**src/ctwm_pkg.sv**
```systemverilog
`default_nettype none
// ----------------------------------------------------------------------------
// ctwm_pkg
// Shared widths, constants, controller states and the command/status bundles
// of the centered time-weighted mean block.
// ----------------------------------------------------------------------------
package ctwm_pkg;

  localparam int unsigned RING_DEPTH_DEF = 1024;

  localparam int unsigned SAMPLE_W   = 16;
  localparam int unsigned INTERVAL_W = 16;
  localparam int unsigned HW_W       = 9;
  localparam int unsigned WS_W       = 42;
  localparam int unsigned WT_W       = 26;
  localparam int unsigned RC_W       = 11;
  localparam int unsigned PO_W       = 10;
  localparam int unsigned TS_W       = 48;
  localparam int unsigned PROD_W     = SAMPLE_W + INTERVAL_W + 2;
  localparam int unsigned ENTRY_W    = SAMPLE_W + INTERVAL_W;

  localparam logic [HW_W-1:0] HW_RESET = HW_W'(500);
  localparam logic [RC_W-1:0] RC_MAX   = '1;
  localparam logic [PO_W-1:0] PO_MAX   = '1;

  // request function codes
  localparam logic FUNC_SAMPLE = 1'b0;
  localparam logic FUNC_FLUSH  = 1'b1;

  typedef enum logic [3:0] {
    ST_IDLE,
    ST_DECODE,
    ST_WRITE,
    ST_ADD,
    ST_RD_RET,
    ST_RD_CEN,
    ST_SUB,
    ST_DIV_START,
    ST_DIV_WAIT,
    ST_DONE
  } ctwm_state_e;

  typedef struct packed {
    logic latch_in;
    logic write_smp;
    logic add_prod;
    logic rd_retire;
    logic rd_center;
    logic sub_retire;
    logic div_start;
    logic load_out;
  } ctwm_cmd_t;

  typedef struct packed {
    logic func;
    logic po_zero;
    logic emit_due;
    logic wt_zero;
    logic div_busy;
    logic div_done;
    logic out_free;
  } ctwm_sts_t;

endpackage
`default_nettype wire

```
**src/ctwm_ctrl.sv**
```systemverilog
`default_nettype none
// ----------------------------------------------------------------------------
// ctwm_ctrl
// Sequencer: decodes one request at a time and steps the datapath through
// store, accumulate, retire, center lookup, divide and output load.
// ----------------------------------------------------------------------------
module ctwm_ctrl (
  input  wire logic                 clk_i,
  input  wire logic                 rst_ni,
  input  wire logic                 in_valid_i,
  output logic                      in_ready_o,
  input  wire ctwm_pkg::ctwm_sts_t  sts_i,
  output ctwm_pkg::ctwm_cmd_t       cmd_o
);
  import ctwm_pkg::*;

  ctwm_state_e state_q, state_d;

  always_ff @(posedge clk_i or negedge rst_ni) begin
    if (!rst_ni) begin
      state_q <= ST_IDLE;
    end else begin
      state_q <= state_d;
    end
  end

  always_comb begin
    state_d    = state_q;
    cmd_o      = '0;
    in_ready_o = 1'b0;
    case (state_q)
      ST_IDLE: begin
        in_ready_o = 1'b1;
        if (in_valid_i) begin
          cmd_o.latch_in = 1'b1;
          state_d        = ST_DECODE;
        end
      end
      ST_DECODE: begin
        if (!sts_i.func) begin
          state_d = ST_WRITE;
        end else if (sts_i.po_zero) begin
          state_d = ST_IDLE;
        end else begin
          state_d = ST_RD_RET;
        end
      end
      ST_WRITE: begin
        cmd_o.write_smp = 1'b1;
        state_d         = ST_ADD;
      end
      ST_ADD: begin
        cmd_o.add_prod = 1'b1;
        state_d        = sts_i.emit_due ? ST_RD_RET : ST_IDLE;
      end
      ST_RD_RET: begin
        cmd_o.rd_retire = 1'b1;
        state_d         = ST_RD_CEN;
      end
      ST_RD_CEN: begin
        cmd_o.rd_center = 1'b1;
        state_d         = ST_SUB;
      end
      ST_SUB: begin
        cmd_o.sub_retire = 1'b1;
        state_d          = ST_DIV_START;
      end
      ST_DIV_START: begin
        cmd_o.div_start = 1'b1;
        state_d         = sts_i.wt_zero ? ST_DONE : ST_DIV_WAIT;
      end
      ST_DIV_WAIT: begin
        if (sts_i.div_done) begin
          state_d = ST_DONE;
        end
      end
      ST_DONE: begin
        if (sts_i.out_free) begin
          cmd_o.load_out = 1'b1;
          state_d        = ST_IDLE;
        end
      end
      default: begin
        state_d = ST_IDLE;
      end
    endcase
  end

endmodule
`default_nettype wire

```
**config.mk**
```make
export PLATFORM = sky130hd
export DESIGN_NAME = ctwm_ctrl
export DESIGN_NICKNAME = d
export VERILOG_FILES = /design/src/ctwm_pkg.sv /design/src/ctwm_ctrl.sv
export SDC_FILE = /design/constraint.sdc
export NUM_CORES = 1
export LEC_CHECK = 0
export BUFFER_PORTS_ARGS = -buffer_cell sky130_fd_sc_hd__buf_2
export CAP_MARGIN = 5
export CORE_AREA = 2 2 39 41
export DETAILED_ROUTE_END_ITERATION = 6
export DIE_AREA = 0 0 41 43
export PLACE_DENSITY = 0.51
export SETUP_SLACK_MARGIN = 0.2
export SLEW_MARGIN = 20
export SYNTH_ARGS = -nofsm -noshare
export SYNTH_HDL_FRONTEND = slang
export SYNTH_SLANG_ARGS = --single-unit
```
**constraint.sdc**
```tcl
create_clock -name clk_i -period 2.8 [get_ports clk_i]
set_clock_uncertainty 0.05 [all_clocks]
set_input_delay 0.7 -clock clk_i [delete_from_list [all_inputs] [get_ports clk_i]]
set_output_delay 0.7 -clock clk_i [all_outputs]
set_load 0.02 [all_outputs]
```
==> results of run 1 <==
[layer usage]
layer	track usage (%)	vias up	share of wire (%)
li1	-	172	-
met1	11.6	153	46
met2	15.6	15	47
met3	6.28	0	6.9
met4	2.00	0	0
met5	0	-	0
[logic make-up after synthesis]
| kind of cell | count (synthesis) | synth area share, % |
|---|---|---|
| compound gates | 8 | 23.0 |
| flops | 4 | 30.2 |
| buf+inv | 6 | 9.81 |
| simple gates | 21 | 37.0 |
[worst max-delay path: cells and delay by family (launching register included)]
family	cells	cell delay [ns]
DFF	1	0.48
and+or+nand+nor	2	0.51
buffers and inverters	1	0.15
[area by class of cell]
type | instances | area (um2)
inverter | 3 | 11.3
multi-input combinational | 29 | 199
clock buffer | 3 | 22.5
fill | 155 | 946
tap | 16 | 20.0
sequential | 4 | 100
timing repair buffer | 17 | 85.1
[cells in the final DEF (no fill, tap or decap), types with 2 or more instances in the layout]
master and instances:
buf_2 17, nand2_1 4, nor3_1 4, nor2_1 4, dfrtp_1 4, inv_1 3
clkbuf_4 3, nand2b_1 2
[power breakdown]
group	switching (mW)	internal, mW	total, mW
registers	0.0721	0.0855	0.158
logic	0.154	0.128	0.282
clock network	0.0216	0.0478	0.0694
total	0.248	0.261	0.509
[stage by stage]
stage          worst slack (ns)  hold slack, ns  utilization [%]  instances  instance area (um2)
2_1_floorplan             0.677           0.354                -         39                  332
3_3_place_gp              0.916           0.458             30.0         69                  415
3_5_place_dp              0.901           0.459             30.0         69                  415
4_1_cts                   0.640           0.207             31.6         72                  438
5_1_grt                   0.582           0.205             31.6         72                  438
6_report                  0.674           0.214             31.6         72                  438
[worst max path at each step]
stage | to | start | slack (ns)
3_5_place_dp | cmd_o[7] | state_q[1] | 0.90
2_1_floorplan | cmd_o[7] | state_q[1] | 0.68
4_1_cts | cmd_o[7] | state_q[1] | 0.64
3_3_place_gp | cmd_o[7] | state_q[1] | 0.92
6_report | cmd_o[7] | state_q[1] | 0.67
5_1_grt | cmd_o[0] | state_q[1] | 0.58
==> results.toml, run 1 <==
[worst_setup_path]
max_stage_delay_ns = 0.48
path_cells = "nor4_2, and2_1, buf_2"
worstReg2RegEnd = "state_q[0]"
crit_slowest_cell = "dfrtp_1"
critPathCaptureType = "output pin"
crit_fanout = 9
r2r-start = "state_q[3]"
rrSetupSlack_ns = 1.53
critPathLaunchType = "register"
cp.arrival_ns = 1.38
worstRegToRegCells = 3
path_class = "register to output pin"
required_ns = 2.05

[floorplanning]
die_h_um = 43
row_count = 14
start_util_pct = 24.0
io_pins = 19
die_w_um = 41
die-area_um2 = 1760
placeableCoreArea_um2 = 1380

[worst_hold_path]
hold_path_class = "input port to async pin"

[sta]
final_max_slew_viol_count = 0
slew_headroom_pct = 76.2
min_period_ns = 2.13
fmax_mhz = 470
timing_hold_violations_final = 0
rsz0062_at_grt = "no"
finalCritPeriodShare_pct = 75.9
setup_tns_ns = 0
tightest_slew_ns = 0.356
setup_violations = 0

[routing]
drt.antenna.violating_nets = 0
vias_per_cell = 4.72
dr.pass1.iters = 4
drt_iter0_drc = 9
avgRoutedWirePerCell_um = 10.7
wl_um = 769
drc = 0
vias = 340

[cts]
clock_sinks = 4
clk_latency_ns = 0.23
postCtsHoldBufs = 0
ctsResizeCount = 0
cts_made_buffers = 3
postCtsSetupBuffers = 0
cts.clk_slew.worst_paths_ns = 0.04
clockBufferDepth = 2
cts_root_buf = "clkbuf_4"
htree_levels = 1
cts_tree = "yes"

[logic_synthesis]
seq_area_frac_synth_pct = 30.2
synth-seq-cells = 4
synth.distinct_cells = 23
synth_nets = 49
ys.flop_type = "dfrtp_1"
synth_top_area_share_pct = 30.2
netlist_area_um2 = 332
synth_area_leader_cell = "dfrtp_1"
synth-edff-count = 0
synth-warning-count = 0
synth_common_cells = "4 x dfrtp_1, 4 x nand2_1, 4 x nor2_1, 4 x nor3_1, 3 x inv_1"
synth_cells = 39
synth-async-reset-ratio_pct = 100
synthTopCellsByArea = "dfrtp_1 30%, nor3_1 6.0%, o32ai_2 4.9%"
post_synth.cell_area_avg_um2 = 8.50

[global_routing]
grt_max_degree = 11
gr-total-overflow = 0
antenna_found_initial = 0
track_usage_pct = 10.2
grt_pass1_wl_um = 1200
grt_pass1_vias = 301

[placement]
routabilityCongestion = 0.696
port_buffers = 17
hpwlAfterDp_um = 617

[power_and_ir_drop]
power.density_nw_per_um2 = 1160
vdd_drop_max_mv = 0.300
fin_total_pwr_uw = 509
power_leakage_nw = 0.224

[layout]
drive_above_1_share_pct = 48.2
syn2layout_area_growth_pct = 32.1
largest_register = "state_q"
largest_reg_flops = 4
antenna_cells = 0
largestRegisters = "state_q (4)"
fin_nets = 68

[run]
drv_cap = 0

[outcome]
outcome = "completed"
No activity file was read; power rests on OpenSTA's default activity.
==> run 2, diff against run 1 <==
- PLACE_DENSITY: 0.51 -> 0.53
- clock period: 2.8 -> 1.87 ns (I/O delays scaled with it)
==> run 2 against run 1 <==
Global-route usage increased by 4.5 points; die area is the same; routed wire length increased by 45%; non-clock buffer count is 14 higher; power up 130%; worst setup slack worse by 0.60 ns; combinational power rose to 2.9 times the previous value; highest routed layer unchanged.
==> results.toml, run 2 (synthesized netlist as in run 1, its figures left out) <==
[routing]
drc = 0
vias_per_cell = 4.85
avgRoutedWirePerCell_um = 13.0
wl_um = 1120
dr.pass1.iters = 4
drt.antenna.violating_nets = 0
drt_iter0_drc = 6
vias = 417

[placement]
hpwlAfterDp_um = 662
place_area_um2 = 434
preCtsSetupSlack_ns = 0.212
port_buffers = 17
dp.cells = 70
routabilityCongestion = 0.716

[layout]
largest_reg_flops = 4
largestRegisters = "state_q (4)"
regArea_um2 = 105
layout_commonest_cell = "buf_4"
stdcell_count = 86
drive_above_1_share_pct = 75.7
fillerInstances = 139
largest_register = "state_q"
layout.cells.most_common_list = "14 x buf_4, 10 x buf_2, 6 x buf_6"
antenna_cells = 0
final_cell_area_um2 = 646
fin_nets = 82
syn2layout_area_growth_pct = 94.7
multiInputGateArea_um2 = 254

[cts]
cts_root_buf = "clkbuf_4"
cts.clk_slew.worst_paths_ns = 0.04
cts_made_buffers = 3
clockBufferDepth = 2
htree_levels = 1
clk_latency_ns = 0.24
clock_sinks = 4
cts_tree = "yes"

[sta]
finalCritPeriodShare_pct = 95.9
timing_hold_violations_final = 0
final_max_slew_viol_count = 0
setup_violations = 0
whs_ns = 0.403
fmax_mhz = 557
slew_headroom_pct = 81.6
min_period_ns = 1.79
setup_tns_ns = 0
rsz0062_at_grt = "yes"
tightest_slew_ns = 0.276
worst_slack_ns = 0.0759

[floorplanning]
row_count = 14
placeableCoreArea_um2 = 1380
start_util_pct = 24.0
io_pins = 19
die_h_um = 43
die_w_um = 41
die-area_um2 = 1760

[worst_setup_path]
path_cells = "nor4_4, and2_4, buf_6"
rrSetupSlack_ns = 0.55
required_ns = 1.35
max_stage_delay_ns = 0.45
cp_top_family = "simple AND/OR/NAND/NOR gates"
critPathCaptureType = "output pin"
crit_fanout = 5
path_class = "register to output pin"
path_buf_inv = 1
critPathLaunchType = "register"
cp.arrival_ns = 1.28
crit_slowest_cell = "dfrtp_2"

[run]
drv_cap = 0

[global_routing]
grt_pass1_vias = 418
grt_max_degree = 8
grt_pass1_wl_um = 1700
track_usage_pct = 14.7
antenna_found_initial = 0
gr-total-overflow = 0

[power_and_ir_drop]
power.density_nw_per_um2 = 1800
vdd_drop_max_mv = 0.745
power_leakage_nw = 0.304

[outcome]
outcome = "completed"

[worst_hold_path]
hold_path_class = "input port to register"
## run 2: cell count changes in the layout (fill, tap and decap cells not counted), moves of 3 or more
| cell | before | now |
|---|---|---|
| dfrtp_1 | 4 | 0 |
| buf_2 | 17 | 10 |
| buf_4 | 0 | 14 |
| buf_6 | 0 | 6 |
| nor3_1 | 4 | 1 |
| dfrtp_2 | 0 | 4 |
## run 2: final timing paths
check                           startpoint         end  cells past startpoint
worst max-delay path            state_q[2]    cmd_o[7]                      3
worst max register to register  state_q[0]  state_q[2]                      4
worst min-delay path              sts_i[0]  state_q[0]                      2
worst min register to register  state_q[3]  state_q[3]                      1
max in group asynchronous           rst_ni  state_q[1]                      2
min in group asynchronous           rst_ni  state_q[3]                      2
## run 2: final cells by class
| class | count | area share (%) |
|---|---|---|
| tap | 16 | 3.10 |
| clock buffer | 3 | 3.49 |
| sequential | 4 | 16.3 |
| multi-input combinational | 29 | 39.3 |
| inverter | 3 | 1.74 |
| timing repair buffer | 31 | 36.0 |
## run 2: repair_timing
action,in CTS,in global routing
resized for setup,18,10
pin swaps,4,2
endpoints found under the hold margin,4,0
hold buffers,1,0
setup endpoints to repair,9,9
setup buffers,10,2
## run 2: metal layers
layer / vias to the layer above / GRT usage [%] / wire [um]
met5: - / 0 / 0
met4: 0 / 6.00 / 0
met3: 0 / 6.28 / 72
met2: 16 / 24.4 / 601
met1: 201 / 15.2 / 441
li1: 200 / - / -
## run 2: stage by stage
step	util (%)	power, mW
floorplan	-	0.625
global placement	31.4	0.705
detailed placement	31.4	0.714
CTS	42.7	1.04
global route	46.7	1.24
finish	46.7	1.16
## run 2: power breakdown
| part | internal [mW] | switching, mW |
|---|---|---|
| clock network | 0.0717 | 0.0349 |
| registers | 0.137 | 0.107 |
| logic | 0.429 | 0.384 |
## run 2: worst register-to-register path: stages (launching register included)
cell and delay (ns):
dfrtp_2 0.46, buf_4 0.17, nand2_2 0.11, a21oi_1 0.06
a2111oi_2 0.34
==> run 3, diff against run 2 <==
- RECOVER_POWER: default -> 100
==> run 3 against run 2 <==
Power decreased by 4.3%; die area unchanged; worst setup slack got worse by 0.0010 ns; fmax about the same; core utilization decreased by 1.7 points; first-iteration DRC count decreased by 50%; global-route usage unchanged; final area decreased by 3.7%; hold slack got worse by 0.00060 ns.
==> results.toml, run 3 (synthesized netlist as in run 1, its figures left out) <==
[layout]
multiInputGateArea_um2 = 240
fin_nets = 82
fillerInstances = 148
final_cell_area_um2 = 622
regArea_um2 = 105
antenna_cells = 0
layout_commonest_cell = "buf_4"
largestRegisters = "state_q (4)"
drive_above_1_share_pct = 70.0
largest_reg_flops = 4
syn2layout_area_growth_pct = 87.5
largest_register = "state_q"
layout.cells.most_common_list = "11 x buf_4, 8 x buf_2, 6 x buf_6"

[global_routing]
track_usage_pct = 14.7
grt_pass1_vias = 418
grt_max_degree = 8
gr-total-overflow = 0
grt_pass1_wl_um = 1700
antenna_found_initial = 0

[routing]
avgRoutedWirePerCell_um = 12.9
drt.antenna.violating_nets = 0
vias_per_cell = 4.65
vias = 400
wl_um = 1110
drc = 0
drt_iter0_drc = 3
dr.pass1.iters = 2

[cts]
cts.clk_slew.worst_paths_ns = 0.04
cts_root_buf = "clkbuf_4"
clock_sinks = 4
htree_levels = 1
cts_tree = "yes"
cts_made_buffers = 3
clk_latency_ns = 0.24
clockBufferDepth = 2

[floorplanning]
io_pins = 19
die-area_um2 = 1760
die_w_um = 41
start_util_pct = 24.0
row_count = 14
die_h_um = 43
placeableCoreArea_um2 = 1380

[worst_setup_path]
path_class = "register to output pin"
r2r-start = "state_q[0]"
crit_fanout = 5
critPathCaptureType = "output pin"
startpoint = "state_q[2]"
worstReg2RegEnd = "state_q[2]"
critPathLaunchType = "register"
cp.arrival_ns = 1.28
worstRegToRegCells = 4
rrSetupSlack_ns = 0.52
required_ns = 1.35

[sta]
slew_headroom_pct = 74.5
final_max_slew_viol_count = 0
timing_hold_violations_final = 0
min_period_ns = 1.80
setup_tns_ns = 0
tightest_slew_ns = 0.374
rsz0062_at_grt = "yes"
finalCritPeriodShare_pct = 96.0
fmax_mhz = 557
setup_violations = 0

[outcome]
outcome = "completed"

[placement]
hpwlAfterDp_um = 662
place_area_um2 = 434
routabilityCongestion = 0.716
port_buffers = 17

[worst_hold_path]
hold_path_class = "input port to register"
hold_path_depth = 2
hp-start = "sts_i[0]"
hold_end = "state_q[0]"

[power_and_ir_drop]
p_seq_share_pct = 21.9
vdd_drop_max_mv = 0.719
combPwrFrac_pct = 68.5
power_leakage_nw = 0.293
sw_frac_of_total_pct = 45.3
power.density_nw_per_um2 = 1790
p_clk_share_pct = 9.6
internal-power_uw = 609
p_sw_uw = 505

[run]
drv_cap = 0
==> run 3: repair_timing <==
item                                    in CTS  in global routing
resized for setup                           18                 10
endpoints found under the setup margin       9                  9
buffers inserted                            10                  2
hold endpoints to repair                     4                  0
pin swaps                                    4                  2
hold buffers                                 1                  0
==> run 3: cell type report <==
class / count / share of cell area (%)
tap: 16 / 3.22
clock buffer: 3 / 3.62
sequential: 4 / 16.9
inverter: 3 / 1.81
multi-input combinational: 29 / 38.6
timing repair buffer: 31 / 35.8
==> run 3: worst max-delay path by stage <==
stage	endpoint	slack (ns)
global placement	cmd_o[7]	0.23
floorplan	cmd_o[7]	0.18
CTS	cmd_o[7]	0.06
global route	cmd_o[7]	-0.01
finish	cmd_o[7]	0.07
detailed placement	cmd_o[7]	0.21
==> run 3: power by group through the flow <==
stage	Combinational, mW	Sequential, mW	Clock, mW
after floorplan	0.458	0.167	0
after global placement	0.464	0.241	0
after detailed placement	0.469	0.245	0
after CTS	0.690	0.243	0.111
after global routing	0.816	0.252	0.118
final	0.763	0.244	0.107
==> run 3: worst max-delay path: stages (launching register included) <==
cell	delay, ns
dfrtp_2	0.45
nor4_4	0.31
and2_4	0.18
buf_6	0.11
==> run 3: per-stage QoR <==
stage / instances / utilization [%] / setup WS, ns / hold slack [ns] / power [mW]
floorplan: 39 / - / 0.177 / 0.122 / 0.625
global placement: 70 / 31.4 / 0.231 / 0.223 / 0.705
detailed placement: 70 / 31.4 / 0.212 / 0.226 / 0.714
CTS: 84 / 42.7 / 0.0575 / 0.409 / 1.04
global route: 86 / 44.9 / -0.0125 / 0.406 / 1.19
finish: 86 / 44.9 / 0.0749 / 0.402 / 1.11
==> run 3: layer usage <==
layer	routed length (um)	track usage, %	vias up
met5	0	0	-
met4	0	6.00	0
met3	72	6.28	0
met2	578	24.4	14
met1	456	15.2	187
li1	-	-	199
